## config.mk

```make
export PLATFORM = sky130hd
export DESIGN_NAME = first_fit_heap_allocator_core
export DESIGN_NICKNAME = d
export VERILOG_FILES = /design/src/rtl/core/ffha_pkg.sv /design/src/rtl/core/ffha_ram.sv /design/src/rtl/core/first_fit_heap_allocator_core.sv
export SDC_FILE = /design/constraint.sdc
export NUM_CORES = 2
export LEC_CHECK = 0
export BUFFER_PORTS_ARGS = -buffer_cell sky130_fd_sc_hd__buf_2
export CAP_MARGIN = 20
export CORE_MARGIN = 2
export CORE_UTILIZATION = 64
export CTS_CLUSTER_SIZE = 24
export DETAILED_ROUTE_END_ITERATION = 6
export PLACE_DENSITY = 0.76
export SKIP_CTS_REPAIR_TIMING = 1
export SLEW_MARGIN = 15
export SYNTH_ARGS = -nofsm -noshare
export SYNTH_HDL_FRONTEND = slang
export SYNTH_SLANG_ARGS = --single-unit
```

## constraint.sdc

```tcl
create_clock -name aclk -period 14.72 [get_ports aclk]
set_input_delay 0.736 -clock aclk [delete_from_list [all_inputs] [get_ports aclk]]
set_output_delay 0.736 -clock aclk [all_outputs]
set_load 0.005 [all_outputs]
```

## src/rtl/core/ffha_pkg.sv

```systemverilog
// Shared types and constants of the first-fit heap allocator.
package ffha_pkg;

    localparam logic [1:0] CMD_ALLOC    = 2'd0;
    localparam logic [1:0] CMD_FREE     = 2'd1;
    localparam logic [1:0] CMD_COALESCE = 2'd2;

    localparam logic [1:0] ST_DONE      = 2'd0;
    localparam logic [1:0] ST_FAIL      = 2'd1;
    localparam logic [1:0] ST_NOTHING   = 2'd2;

    localparam int unsigned WORD_W      = 16;
    localparam logic [15:0] MAGIC_WORD  = 16'd515;
    localparam logic [15:0] NIL_LINK    = 16'hFFFF;

    typedef struct packed {
        logic [1:0] command;
        logic [7:0] req_size;
        logic [6:0] block_address;
    } ffha_in_t;

    typedef struct packed {
        logic [1:0] status;
        logic [6:0] payload_address;
        logic [7:0] words_saved;
    } ffha_out_t;

endpackage

```

## src/rtl/core/ffha_ram.sv

```systemverilog
// Generic simple dual-port RAM with registered read.
module ffha_ram #(
    parameter int WIDTH = 16,
    parameter int DEPTH = 128
) (
    input  logic                     aclk,
    input  logic                     we,
    input  logic [$clog2(DEPTH)-1:0] waddr,
    input  logic [WIDTH-1:0]         wdata,
    input  logic [$clog2(DEPTH)-1:0] raddr,
    output logic [WIDTH-1:0]         rdata
);

    logic [WIDTH-1:0] mem [DEPTH];

    // Write one word, read one word a cycle
    always_ff @(posedge aclk) begin
        if (we) begin
            mem[waddr] <= wdata;
        end
        rdata <= mem[raddr];
    end

endmodule

```

## src/rtl/core/first_fit_heap_allocator_core.sv

```systemverilog
// Top level of the first-fit heap allocator: command sequencer around the heap RAM.
//
// First-fit allocator over a HEAP_WORDS x 16 store; each chunk has a size word and a
// link word. One command is worked at a time by a sequencer that reads and writes the
// heap RAM one word per cycle (registered read). Allocate walks the free list past each
// chunk that is too small, then takes an exact fit or splits the chunk; the first
// allocate formats the heap before it. Free walks the chunk tiling and then the free
// list. Coalesce walks the list nodes. A rejected command goes straight to the result.
// The list walks through the single RAM read port set the rate. A new command is taken
// while the previous result still waits on the output register.
module first_fit_heap_allocator_core
    import ffha_pkg::*;
#(
    parameter int HEAP_WORDS = 128
) (
    input  logic      aclk,
    input  logic      aresetn,
    input  logic      s_valid,
    output logic      s_ready,
    input  ffha_in_t  s_data,
    output logic      m_valid,
    input  logic      m_ready,
    output ffha_out_t m_data
);

    localparam int AW = $clog2(HEAP_WORDS);
    localparam int SW = $clog2(HEAP_WORDS + 1);
    localparam int GW = $clog2(2 * HEAP_WORDS + 1);
    localparam logic [17:0] HEAP18 = 18'(HEAP_WORDS);
    localparam logic [SW-1:0] STEP_MAX = SW'(HEAP_WORDS);
    localparam logic [GW-1:0] GUARD_INIT = GW'(2 * HEAP_WORDS);

    typedef enum logic [4:0] {
        IDLE, FMT0, FMT1,
        A_CHK, A_SZ, A_LNK, A_NXTD, A_WREM, A_WRL, A_WCUR, A_LINK, A_WMAG,
        T_CHK, T_RD, L_CHK, L_RD, F_WR,
        C_CHK, C_N, C_SC, C_SN, C_NL, C_M2, C_BL,
        FIN
    } state_t;

    state_t          state_reg, state_next;
    logic [15:0]     head_reg, head_next;
    logic            ready_reg, ready_next;
    logic [15:0]     cur_reg, cur_next;
    logic [15:0]     prev_reg, prev_next;
    logic [7:0]      req_reg, req_next;
    logic [6:0]      h_reg, h_next;
    logic [17:0]     p_reg, p_next;
    logic [15:0]     s_reg, s_next;
    logic [15:0]     nxt_reg, nxt_next;
    logic [17:0]     repl_reg, repl_next;
    logic [15:0]     n_reg, n_next;
    logic [15:0]     sc_reg, sc_next;
    logic [15:0]     nl_reg, nl_next;
    logic [SW-1:0]   steps_reg, steps_next;
    logic [GW-1:0]   guard_reg, guard_next;
    logic [15:0]     count_reg, count_next;
    ffha_out_t       res_reg, res_next;
    ffha_out_t       m_data_reg, m_data_next;
    logic            m_valid_reg, m_valid_next;

    logic            wr_req;
    logic [17:0]     wr_addr;
    logic [15:0]     wr_data;
    logic [17:0]     rd_addr;
    logic            mem_we;
    logic [15:0]     mem_rdata;

    function automatic logic hdr_ok(input logic [15:0] a);
        return (18'(a) + 18'd1) < HEAP18;
    endfunction

    ffha_ram #(.WIDTH(WORD_W), .DEPTH(HEAP_WORDS)) u_heap (
        .aclk  (aclk),
        .we    (mem_we),
        .waddr (wr_addr[AW-1:0]),
        .wdata (wr_data),
        .raddr (rd_addr[AW-1:0]),
        .rdata (mem_rdata)
    );

    // Drop writes that fall outside the store
    assign mem_we  = wr_req && (wr_addr < HEAP18);
    assign s_ready = (state_reg == IDLE);
    assign m_valid = m_valid_reg;
    assign m_data  = m_data_reg;

    // Sequence the commands
    always_comb begin
        state_next   = state_reg;
        head_next    = head_reg;
        ready_next   = ready_reg;
        cur_next     = cur_reg;
        prev_next    = prev_reg;
        req_next     = req_reg;
        h_next       = h_reg;
        p_next       = p_reg;
        s_next       = s_reg;
        nxt_next     = nxt_reg;
        repl_next    = repl_reg;
        n_next       = n_reg;
        sc_next      = sc_reg;
        nl_next      = nl_reg;
        steps_next   = steps_reg;
        guard_next   = guard_reg;
        count_next   = count_reg;
        res_next     = res_reg;
        m_data_next  = m_data_reg;
        m_valid_next = m_valid_reg && !m_ready;
        wr_req       = 1'b0;
        wr_addr      = '0;
        wr_data      = '0;
        rd_addr      = '0;

        case (state_reg)
            IDLE: begin
                if (s_valid) begin
                    req_next   = s_data.req_size;
                    res_next   = '0;
                    prev_next  = NIL_LINK;
                    cur_next   = head_reg;
                    steps_next = '0;
                    case (s_data.command)
                        CMD_ALLOC: begin
                            if (!ready_reg) begin
                                state_next = FMT0;
                            end else if (s_data.req_size == 8'd0) begin
                                res_next.status = ST_FAIL;
                                state_next      = FIN;
                            end else begin
                                state_next = A_CHK;
                            end
                        end
                        CMD_FREE: begin
                            if (!ready_reg || s_data.block_address < 7'd2) begin
                                res_next.status = ST_FAIL;
                                state_next      = FIN;
                            end else begin
                                h_next     = s_data.block_address - 7'd2;
                                p_next     = '0;
                                state_next = T_CHK;
                            end
                        end
                        CMD_COALESCE: begin
                            if (!ready_reg) begin
                                res_next.status = ST_NOTHING;
                                state_next      = FIN;
                            end else begin
                                guard_next = GUARD_INIT;
                                count_next = '0;
                                state_next = C_CHK;
                            end
                        end
                        default: begin
                            res_next.status = ST_FAIL;
                            state_next      = FIN;
                        end
                    endcase
                end
            end
            // Format the heap as one free chunk
            FMT0: begin
                wr_req     = 1'b1;
                wr_addr    = 18'd0;
                wr_data    = 16'(HEAP_WORDS - 2);
                state_next = FMT1;
            end
            FMT1: begin
                wr_req     = 1'b1;
                wr_addr    = 18'd1;
                wr_data    = NIL_LINK;
                head_next  = '0;
                ready_next = 1'b1;
                cur_next   = '0;
                if (req_reg == 8'd0) begin
                    res_next.status = ST_FAIL;
                    state_next      = FIN;
                end else begin
                    state_next = A_CHK;
                end
            end
            // Walk the free list for the first fit
            A_CHK: begin
                rd_addr = 18'(cur_reg);
                if (!hdr_ok(cur_reg)) begin
                    res_next.status = ST_FAIL;
                    state_next      = FIN;
                end else begin
                    state_next = A_SZ;
                end
            end
            A_SZ: begin
                s_next  = mem_rdata;
                rd_addr = 18'(cur_reg) + 18'd1;
                if (mem_rdata >= 16'(req_reg)) begin
                    state_next = A_NXTD;
                end else if (steps_reg >= STEP_MAX) begin
                    res_next.status = ST_FAIL;
                    state_next      = FIN;
                end else begin
                    prev_next  = cur_reg;
                    state_next = A_LNK;
                end
            end
            A_LNK: begin
                cur_next   = mem_rdata;
                steps_next = steps_reg + SW'(1);
                state_next = A_CHK;
            end
            // Split or take the whole chunk
            A_NXTD: begin
                nxt_next = mem_rdata;
                if ((s_reg - 16'(req_reg)) >= 16'd2) begin
                    repl_next  = 18'(cur_reg) + 18'd2 + 18'(req_reg);
                    state_next = A_WREM;
                end else begin
                    repl_next  = 18'(mem_rdata);
                    state_next = A_LINK;
                end
            end
            A_WREM: begin
                wr_req     = 1'b1;
                wr_addr    = repl_reg;
                wr_data    = s_reg - 16'(req_reg) - 16'd2;
                state_next = A_WRL;
            end
            A_WRL: begin
                wr_req     = 1'b1;
                wr_addr    = repl_reg + 18'd1;
                wr_data    = nxt_reg;
                state_next = A_WCUR;
            end
            A_WCUR: begin
                wr_req     = 1'b1;
                wr_addr    = 18'(cur_reg);
                wr_data    = 16'(req_reg);
                state_next = A_LINK;
            end
            A_LINK: begin
                if (prev_reg == NIL_LINK) begin
                    head_next = repl_reg[15:0];
                end else begin
                    wr_req  = 1'b1;
                    wr_addr = 18'(prev_reg) + 18'd1;
                    wr_data = repl_reg[15:0];
                end
                state_next = A_WMAG;
            end
            A_WMAG: begin
                wr_req                   = 1'b1;
                wr_addr                  = 18'(cur_reg) + 18'd1;
                wr_data                  = MAGIC_WORD;
                res_next.status          = ST_DONE;
                res_next.payload_address = 7'(cur_reg + 16'd2);
                state_next               = FIN;
            end
            // Check the address lies on the chunk tiling
            T_CHK: begin
                rd_addr = p_reg;
                if ((p_reg + 18'd1) < HEAP18 && p_reg < 18'(h_reg)) begin
                    state_next = T_RD;
                end else if (p_reg == 18'(h_reg) && (p_reg + 18'd1) < HEAP18) begin
                    state_next = L_CHK;
                end else begin
                    res_next.status = ST_FAIL;
                    state_next      = FIN;
                end
            end
            T_RD: begin
                p_next     = p_reg + 18'(mem_rdata) + 18'd2;
                state_next = T_CHK;
            end
            // Reject a chunk that is already free
            L_CHK: begin
                rd_addr = 18'(cur_reg) + 18'd1;
                if (hdr_ok(cur_reg) && steps_reg < STEP_MAX) begin
                    if (cur_reg == 16'(h_reg)) begin
                        res_next.status = ST_FAIL;
                        state_next      = FIN;
                    end else begin
                        state_next = L_RD;
                    end
                end else begin
                    state_next = F_WR;
                end
            end
            L_RD: begin
                cur_next   = mem_rdata;
                steps_next = steps_reg + SW'(1);
                state_next = L_CHK;
            end
            F_WR: begin
                wr_req          = 1'b1;
                wr_addr         = 18'(h_reg) + 18'd1;
                wr_data         = head_reg;
                head_next       = 16'(h_reg);
                res_next.status = ST_DONE;
                state_next      = FIN;
            end
            // Merge list neighbors that touch in memory
            C_CHK: begin
                rd_addr = 18'(cur_reg) + 18'd1;
                if (hdr_ok(cur_reg) && guard_reg != '0) begin
                    guard_next = guard_reg - GW'(1);
                    state_next = C_N;
                end else begin
                    res_next.words_saved = count_reg[7:0];
                    res_next.status      = (count_reg == '0) ? ST_NOTHING : ST_DONE;
                    state_next           = FIN;
                end
            end
            C_N: begin
                n_next  = mem_rdata;
                rd_addr = 18'(cur_reg);
                if (!hdr_ok(mem_rdata)) begin
                    res_next.words_saved = count_reg[7:0];
                    res_next.status      = (count_reg == '0) ? ST_NOTHING : ST_DONE;
                    state_next           = FIN;
                end else begin
                    state_next = C_SC;
                end
            end
            C_SC: begin
                sc_next    = mem_rdata;
                rd_addr    = 18'(n_reg);
                state_next = C_SN;
            end
            C_SN: begin
                rd_addr = 18'(n_reg) + 18'd1;
                if (18'(n_reg) == 18'(cur_reg) + 18'd2 + 18'(sc_reg)) begin
                    s_next     = mem_rdata;
                    state_next = C_NL;
                end else if (18'(cur_reg) == 18'(n_reg) + 18'd2 + 18'(mem_rdata)) begin
                    wr_req     = 1'b1;
                    wr_addr    = 18'(n_reg);
                    wr_data    = mem_rdata + sc_reg + 16'd2;
                    cur_next   = n_reg;
                    count_next = count_reg + 16'd2;
                    if (prev_reg == NIL_LINK) begin
                        head_next  = n_reg;
                        state_next = C_CHK;
                    end else begin
                        state_next = C_BL;
                    end
                end else begin
                    prev_next  = cur_reg;
                    cur_next   = n_reg;
                    state_next = C_CHK;
                end
            end
            C_NL: begin
                nl_next    = mem_rdata;
                wr_req     = 1'b1;
                wr_addr    = 18'(cur_reg);
                wr_data    = sc_reg + s_reg + 16'd2;
                state_next = C_M2;
            end
            C_M2: begin
                wr_req     = 1'b1;
                wr_addr    = 18'(cur_reg) + 18'd1;
                wr_data    = nl_reg;
                count_next = count_reg + 16'd2;
                state_next = C_CHK;
            end
            C_BL: begin
                wr_req     = 1'b1;
                wr_addr    = 18'(prev_reg) + 18'd1;
                wr_data    = n_reg;
                state_next = C_CHK;
            end
            // Hand the result word to the output register
            FIN: begin
                if (!m_valid_reg || m_ready) begin
                    m_data_next  = res_reg;
                    m_valid_next = 1'b1;
                    state_next   = IDLE;
                end
            end
            default: begin
                state_next = IDLE;
            end
        endcase
    end

    // Hold state and registered outputs
    always_ff @(posedge aclk) begin
        if (!aresetn) begin
            state_reg   <= IDLE;
            head_reg    <= '0;
            ready_reg   <= 1'b0;
            m_valid_reg <= 1'b0;
        end else begin
            state_reg   <= state_next;
            head_reg    <= head_next;
            ready_reg   <= ready_next;
            m_valid_reg <= m_valid_next;
        end
        cur_reg    <= cur_next;
        prev_reg   <= prev_next;
        req_reg    <= req_next;
        h_reg      <= h_next;
        p_reg      <= p_next;
        s_reg      <= s_next;
        nxt_reg    <= nxt_next;
        repl_reg   <= repl_next;
        n_reg      <= n_next;
        sc_reg     <= sc_next;
        nl_reg     <= nl_next;
        steps_reg  <= steps_next;
        guard_reg  <= guard_next;
        count_reg  <= count_next;
        res_reg    <= res_next;
        m_data_reg <= m_data_next;
    end

endmodule

```

Word-level counts from Yosys, hierarchy flattened

Memory sizes are Yosys's and may differ from the RTL's. A register that Yosys moved wholly into a read port is not among the register bits.
Index checks and enable logic that the tools add are counted.

Output and inout port bits: 19
Memories: 1
RAM bits: 2048
Input bits: 21
Flip-flop bits (word level): 253
Logic and storage cells: 263

Add/sub/neg operators: 25
Reduce and logical (&&, ||, !) cells: 51
Equality and inequality tests: 55
Bitwise logic cells: 1
$lt $le $gt $ge: 10
Mux-type cells: 95

Memory list:

| name       | depth | bits a word | rd ports | clocked after memory_dff | write ports | line           | source |
|---|---|---|---|---|---|---|---|
| u_heap.mem | 128   | 16          | 1        | 1                        | 1           | ffha_ram.sv:14 | `logic [WIDTH-1:0] mem [DEPTH];` |

Operators by type and width:

| kind                  | number |
|---|---|
| $mux 16               | 23 |
| $pmux 16 s12          | 1 |
| $pmux 18 s9           | 1 |
| $pmux 16 s4           | 2 |
| $pmux 5 s23           | 1 |
| $pmux 16 s3           | 2 |
| $mux 5                | 15 |
| $mux 18               | 3 |
| $add 16x1->17 const B | 3 |
| $add 16x2->16 const B | 3 |
| $eq 5x5->1 const B    | 9 |
| $ne 2x2->1 const B    | 21 |
| $eq 5x4->1 const B    | 8 |
| $add 17x16->18        | 2 |
| $add 18x1->18 const B | 2 |
| $eq 16x18->1          | 2 |
| $lt 18x8->1 const B   | 2 |
| $mux 9                | 4 |
| $pmux 18 s2           | 1 |
| $pmux 7 s5            | 1 |
| $add 16x2->17 const B | 2 |
| $lt 17x8->1 const B   | 2 |
| $mux 17               | 2 |
| $add 16x16->16        | 2 |
| 61 further kinds      | 123 |

Depth between registers and ports, before layout

Word-level depth: 10
Depth in mapped cells: 21
Depth with buffers taken out: 18

Modules after synthesis

A second synthesis with hierarchy kept.

Cells, all modules: 5245
Area, all modules: 98403.1 um2

Modules (own cells, without submodules):

| module                        | times used | cells an instance | area an instance (um2) |
|---|---|---|---|
| ffha_ram                      | 1          | 3086              | 78545.3 |
| first_fit_heap_allocator_core | 1          | 2159              | 19857.8 |

Worst setup path before layout

Ideal clock, no wire load.

Kind: register -> register
From: register cur_reg[1]
To: memory u_heap.mem[0][11] (data pin)
Path buffers: 3
Required time: 13.523 ns
Period minus slack after synthesis: 10.173 ns
Arrival: 8.977 ns
Stages on the path, launching flop included: 19
Slack: 4.547 ns
Cells stage by stage: edfxtp_1 -> ha_1 -> nand3_1 -> nor3_2 -> nand3_1 -> xnor2_1 -> ha_1 -> a21oi_1 -> o21ai_0 -> and3_1 -> a21oi_1 -> o21ai_0 -> or3_1 -> nand4_2 -> clkbuf_1 -> nand3_1 -> buf_2 -> clkbuf_1 -> o21ai_0

Cells in the longest elaborated chain, start to end: 5
Elaborated cells on any way between the ends: 7

RTL lines:

| what                       | line                                 | source |
|---|---|---|
| from (decl)                | first_fit_heap_allocator_core.sv:44  | `logic [15:0] cur_reg, cur_next;` |
| from (signal assigned)     | first_fit_heap_allocator_core.sv:398 | `cur_reg <= cur_next;` |
| $add 16x2->17              | first_fit_heap_allocator_core.sv:330 | `if (18'(n_reg) == 18'(cur_reg) + 18'd2 + 18'(sc_reg)) begin` |
| $add 17x16->18             | first_fit_heap_allocator_core.sv:330 |  |
| $eq 16x18->1               | first_fit_heap_allocator_core.sv:330 |  |
| $mux 16 (*)                | first_fit_heap_allocator_core.sv:330 |  |
| $pmux 16 s12 (*)           | first_fit_heap_allocator_core.sv:115 | `case (state_reg)` |
| named net u_heap.wdata[11] | ffha_ram.sv:9                        | `input logic [WIDTH-1:0] wdata,` |
| to (decl)                  | ffha_ram.sv:14                       |  |

The timed path passes the listed nets; every way through them passes the cells marked *.

Worst setup path in the final report

From: register cur_reg[1]
To: memory u_heap.mem[66][14], enable pin

Cells in the longest elaborated chain, start to end: 9
Elaborated cells on any way between the ends: 15

RTL lines:

| what                         | line                                 | source |
|---|---|---|
| $add 16x2->17                | first_fit_heap_allocator_core.sv:330 |  |
| $add 17x16->18               | first_fit_heap_allocator_core.sv:330 |  |
| $eq 16x18->1                 | first_fit_heap_allocator_core.sv:330 |  |
| $mux 16                      | first_fit_heap_allocator_core.sv:330 |  |
| $pmux 18 s9                  | first_fit_heap_allocator_core.sv:115 |  |
| $lt 18x8->1                  | first_fit_heap_allocator_core.sv:83  | `assign mem_we = wr_req && (wr_addr < HEAP18);` |
| $logic_and 1x1->1            | first_fit_heap_allocator_core.sv:83  |  |
| $mux 1                       | ffha_ram.sv:18                       | `if (we) begin` |
| $mux 1 (implied by the code) | ffha_ram.sv:19                       | `mem[waddr] <= wdata;` |

Parallel ways exist; a longest one is shown, timed or not.

==> impl_metrics.toml <==
[clock_tree]
tritoncts_num_sinks = 2314
clkSlewWorstSetupHoldPaths_ns = 0.06
clock_path_buffers = 3
clock_root_buffer = "clkbuf_16"
clock_tree.htree_level_count = 4
clk_latency_ns = 0.87
tritoncts = "yes"
cts_inserted_buffers = 219

[global_routing]
first_global_vias = 66900
grt_pass1_wl_um = 441000
grt_start_max_net_pins = 198
grt.overflow.total = 0
grt.total_usage_pct = 37.2
antenna_found_initial = 10

[die]
die_width_um = 403
rows = 146
fp.dieH_um = 403
starting_utilization_of_the_core_area_pct = 64.4
ios = 40
fp.coreArea_sq_um = 158000
die-area_sq_um = 163000

[synthesis]
yosys-mux-area-fraction_pct = 2.70
most_frequent_cell_after_synthesis = "edfxtp_1"
ys_ff_latch = 2314
synth-warning-count = 0
post_synth_fa_ha_maj_area_fraction_pct = 2.45
netlist-cell-type-count = 105
synth_compound_gate_area_share_pct = 7.24
synthTopCellsByArea = "edfxtp_1, nand2_1, nand3_1"
yosysSeqAreaShare_pct = 67.8
synthesis.area_sq_um = 102000
synth_xor_xnor_area_share_pct = 1.55
mean_cell_area_of_the_mapped_netlist_sq_um = 12.5
synth_simple_gate_area_share_pct = 15.7
netlist.area_leader.share_pct = 67.0
post_synth_inst_count = 8150
yosys_most_used_dff = "edfxtp_1"
synth_top_family_by_area = "simple AND/OR/NAND/NOR gates"
synth_top_cell_by_area = "edfxtp_1"
synth.top_cells.by_count = "edfxtp_1, nand2_1, nand3_1"
async_flop_share_pct = 0
synth-edff-count = 2275

[setup_path]
worstPathCellList = "ha_1 > nand3_1 > nor3_2 > nand2_1 > xnor2_1 > ha_1 > a2111oi_0 > o2111ai_1 > a2111o_1 > nor4_1 > nand4_2 > and2_2 > a21o_1 > nand3b_2 > nor2_1 > buf_4"
critical_path_class = "reg2reg"
critPathMostFrequentCell = "ha_1"
critPathLaunchType = "register"
worst_path_max_delay_cell = "nor2_1"
timing.critical_path.depth = 16
max_stage_delay_ns = 1.08
cp_max_fo = 14
critical_path_required_ns = 15.29
path_delay_family = "simple AND/OR/NAND/NOR gates"
crit_arrival_ns = 9.19
ff2ff_path_depth = 16
setup.worst_path.end_class = "register"
critical_path_buf_inv_count = 1

[power]
peakVddDrop_mv = 0.154
cellPowerDensity_nw_per_um2 = 173
power.static_leakage_nw = 39.7

[sta]
setup_viol = 0
final-max-slew-violation-count = 0
finClkSkew_ns = 0.0782
clock.fmax_ghz = 0.116
slew-limit-headroom_pct = 18.6
timing.final.ws_setup_ns = 6.10
grt_setup_unrepaired = "false"
tightest_slew_ns = 1.22
final.setup.tns_ns = 0
layout_min_cycle_time_ns = 8.62
holdWs_ns = 0.113
final.period_utilization_pct = 58.6
timing_hold_violations_final = 0

[layout]
largest_register_ff_count = 2048
share_of_final_layout_standard_cells_stronger_than_drive_strength_1_pct = 8.84
fillers = 10400
finish.net_count = 8425
syn_to_final_growth_pct = 10.0

[routing]
via_count = 71100
route.detailed.vias_per_inst = 6.79
wl_um = 306000
drtAntennaViolNets = 0
remaining_drc_errors = 7
drt_iter0_markers = 11900
average_wire_length_per_cell_after_detail_routing_um = 29.2
dr.pass1.iters = 7

[run]
drv.max_cap_violation_count = 0

[min_path]
worst_hold_path_type = "in2reg"
min_path_cells = 1

[placed_design]
dp_hpwl_um = 189000
dp_slack_ns = 6.48
port_buffers = 38
finalWeightedCongestion = 0.991

[outcome]
result_of_the_run = "complete, but fails checks"
failed_checks = "design-rule violations"
-- final timing paths --
kind / slack [ns] / endpoint / start
worst min-delay path: 0.11 / h_reg[0] / s_data[0]
worst max-delay path: 6.10 / u_heap.mem[66][14] / cur_reg[1]
worst max register to register: 6.10 / u_heap.mem[66][14] / cur_reg[1]
worst min register to register: 0.42 / m_data[1] / res_reg[1]
-- per-stage QoR --
stage	utilization [%]	cells	cell area [sq um]	power, mW
floorplan	-	8151	102000	11.9
global placement	66.3	10100	105000	13.6
detailed placement	66.3	10100	105000	13.7
CTS	70.8	10500	112000	19.2
global route	70.8	10500	112000	19.9
finish	70.8	10500	112000	19.4
-- cell type report --
class / count / area (sq um) / area share, %
clock inverter: 116 / 1260 / 1.12
clock buffer: 287 / 5800 / 5.17
tap: 2072 / 2590 / 2.31
sequential: 2314 / 69100 / 61.6
multi-input combinational: 5261 / 30600 / 27.3
timing repair buffer: 321 / 2430 / 2.17
antenna: 7 / 17.5 / 0.0156
inverter: 92 / 345 / 0.308
-- per-layer routing --
metal  part of all wire (%)  up-vias  GRT usage (%)
met5                  0.018        -              0
met1                     36    34500           50.4
met2                     45     5174           55.4
met3                     13      943           8.85
met4                    6.8        8           22.0
li1                       -    30500              -
-- placed cells by master (no fill, tap or decap), drive strengths merged, types with 157 or more instances in the layout --
| cell type | n |
|---|---|
| mux2i | 232 |
| buf | 321 |
| edfxtp | 2275 |
| nand2 | 1898 |
| a311oi | 157 |
| and3 | 193 |
| nor2 | 327 |
| nand3 | 771 |
| clkbuf | 287 |
| ha | 188 |
| a21oi | 212 |
-- logic make-up (layout without fill, tap and decap cells) --
group | count (synthesis) | count (layout)
other cells | 1 | 9
fa+ha+maj | 196 | 196
flops | 2314 | 2314
mux | 270 | 270
compound gates | 1022 | 1022
buf+inv | 576 | 816
simple gates | 3590 | 3590
xor+xnor | 181 | 181
-- where the power goes --
group / internal [mW] / switching (mW) / leakage [nW]
clock: 3.10 / 2.45 / 3.38
sequential: 8.34 / 0.179 / 20.8
combinational: 1.40 / 3.88 / 15.5
Note: power is estimated with default switching activity, not from simulation.
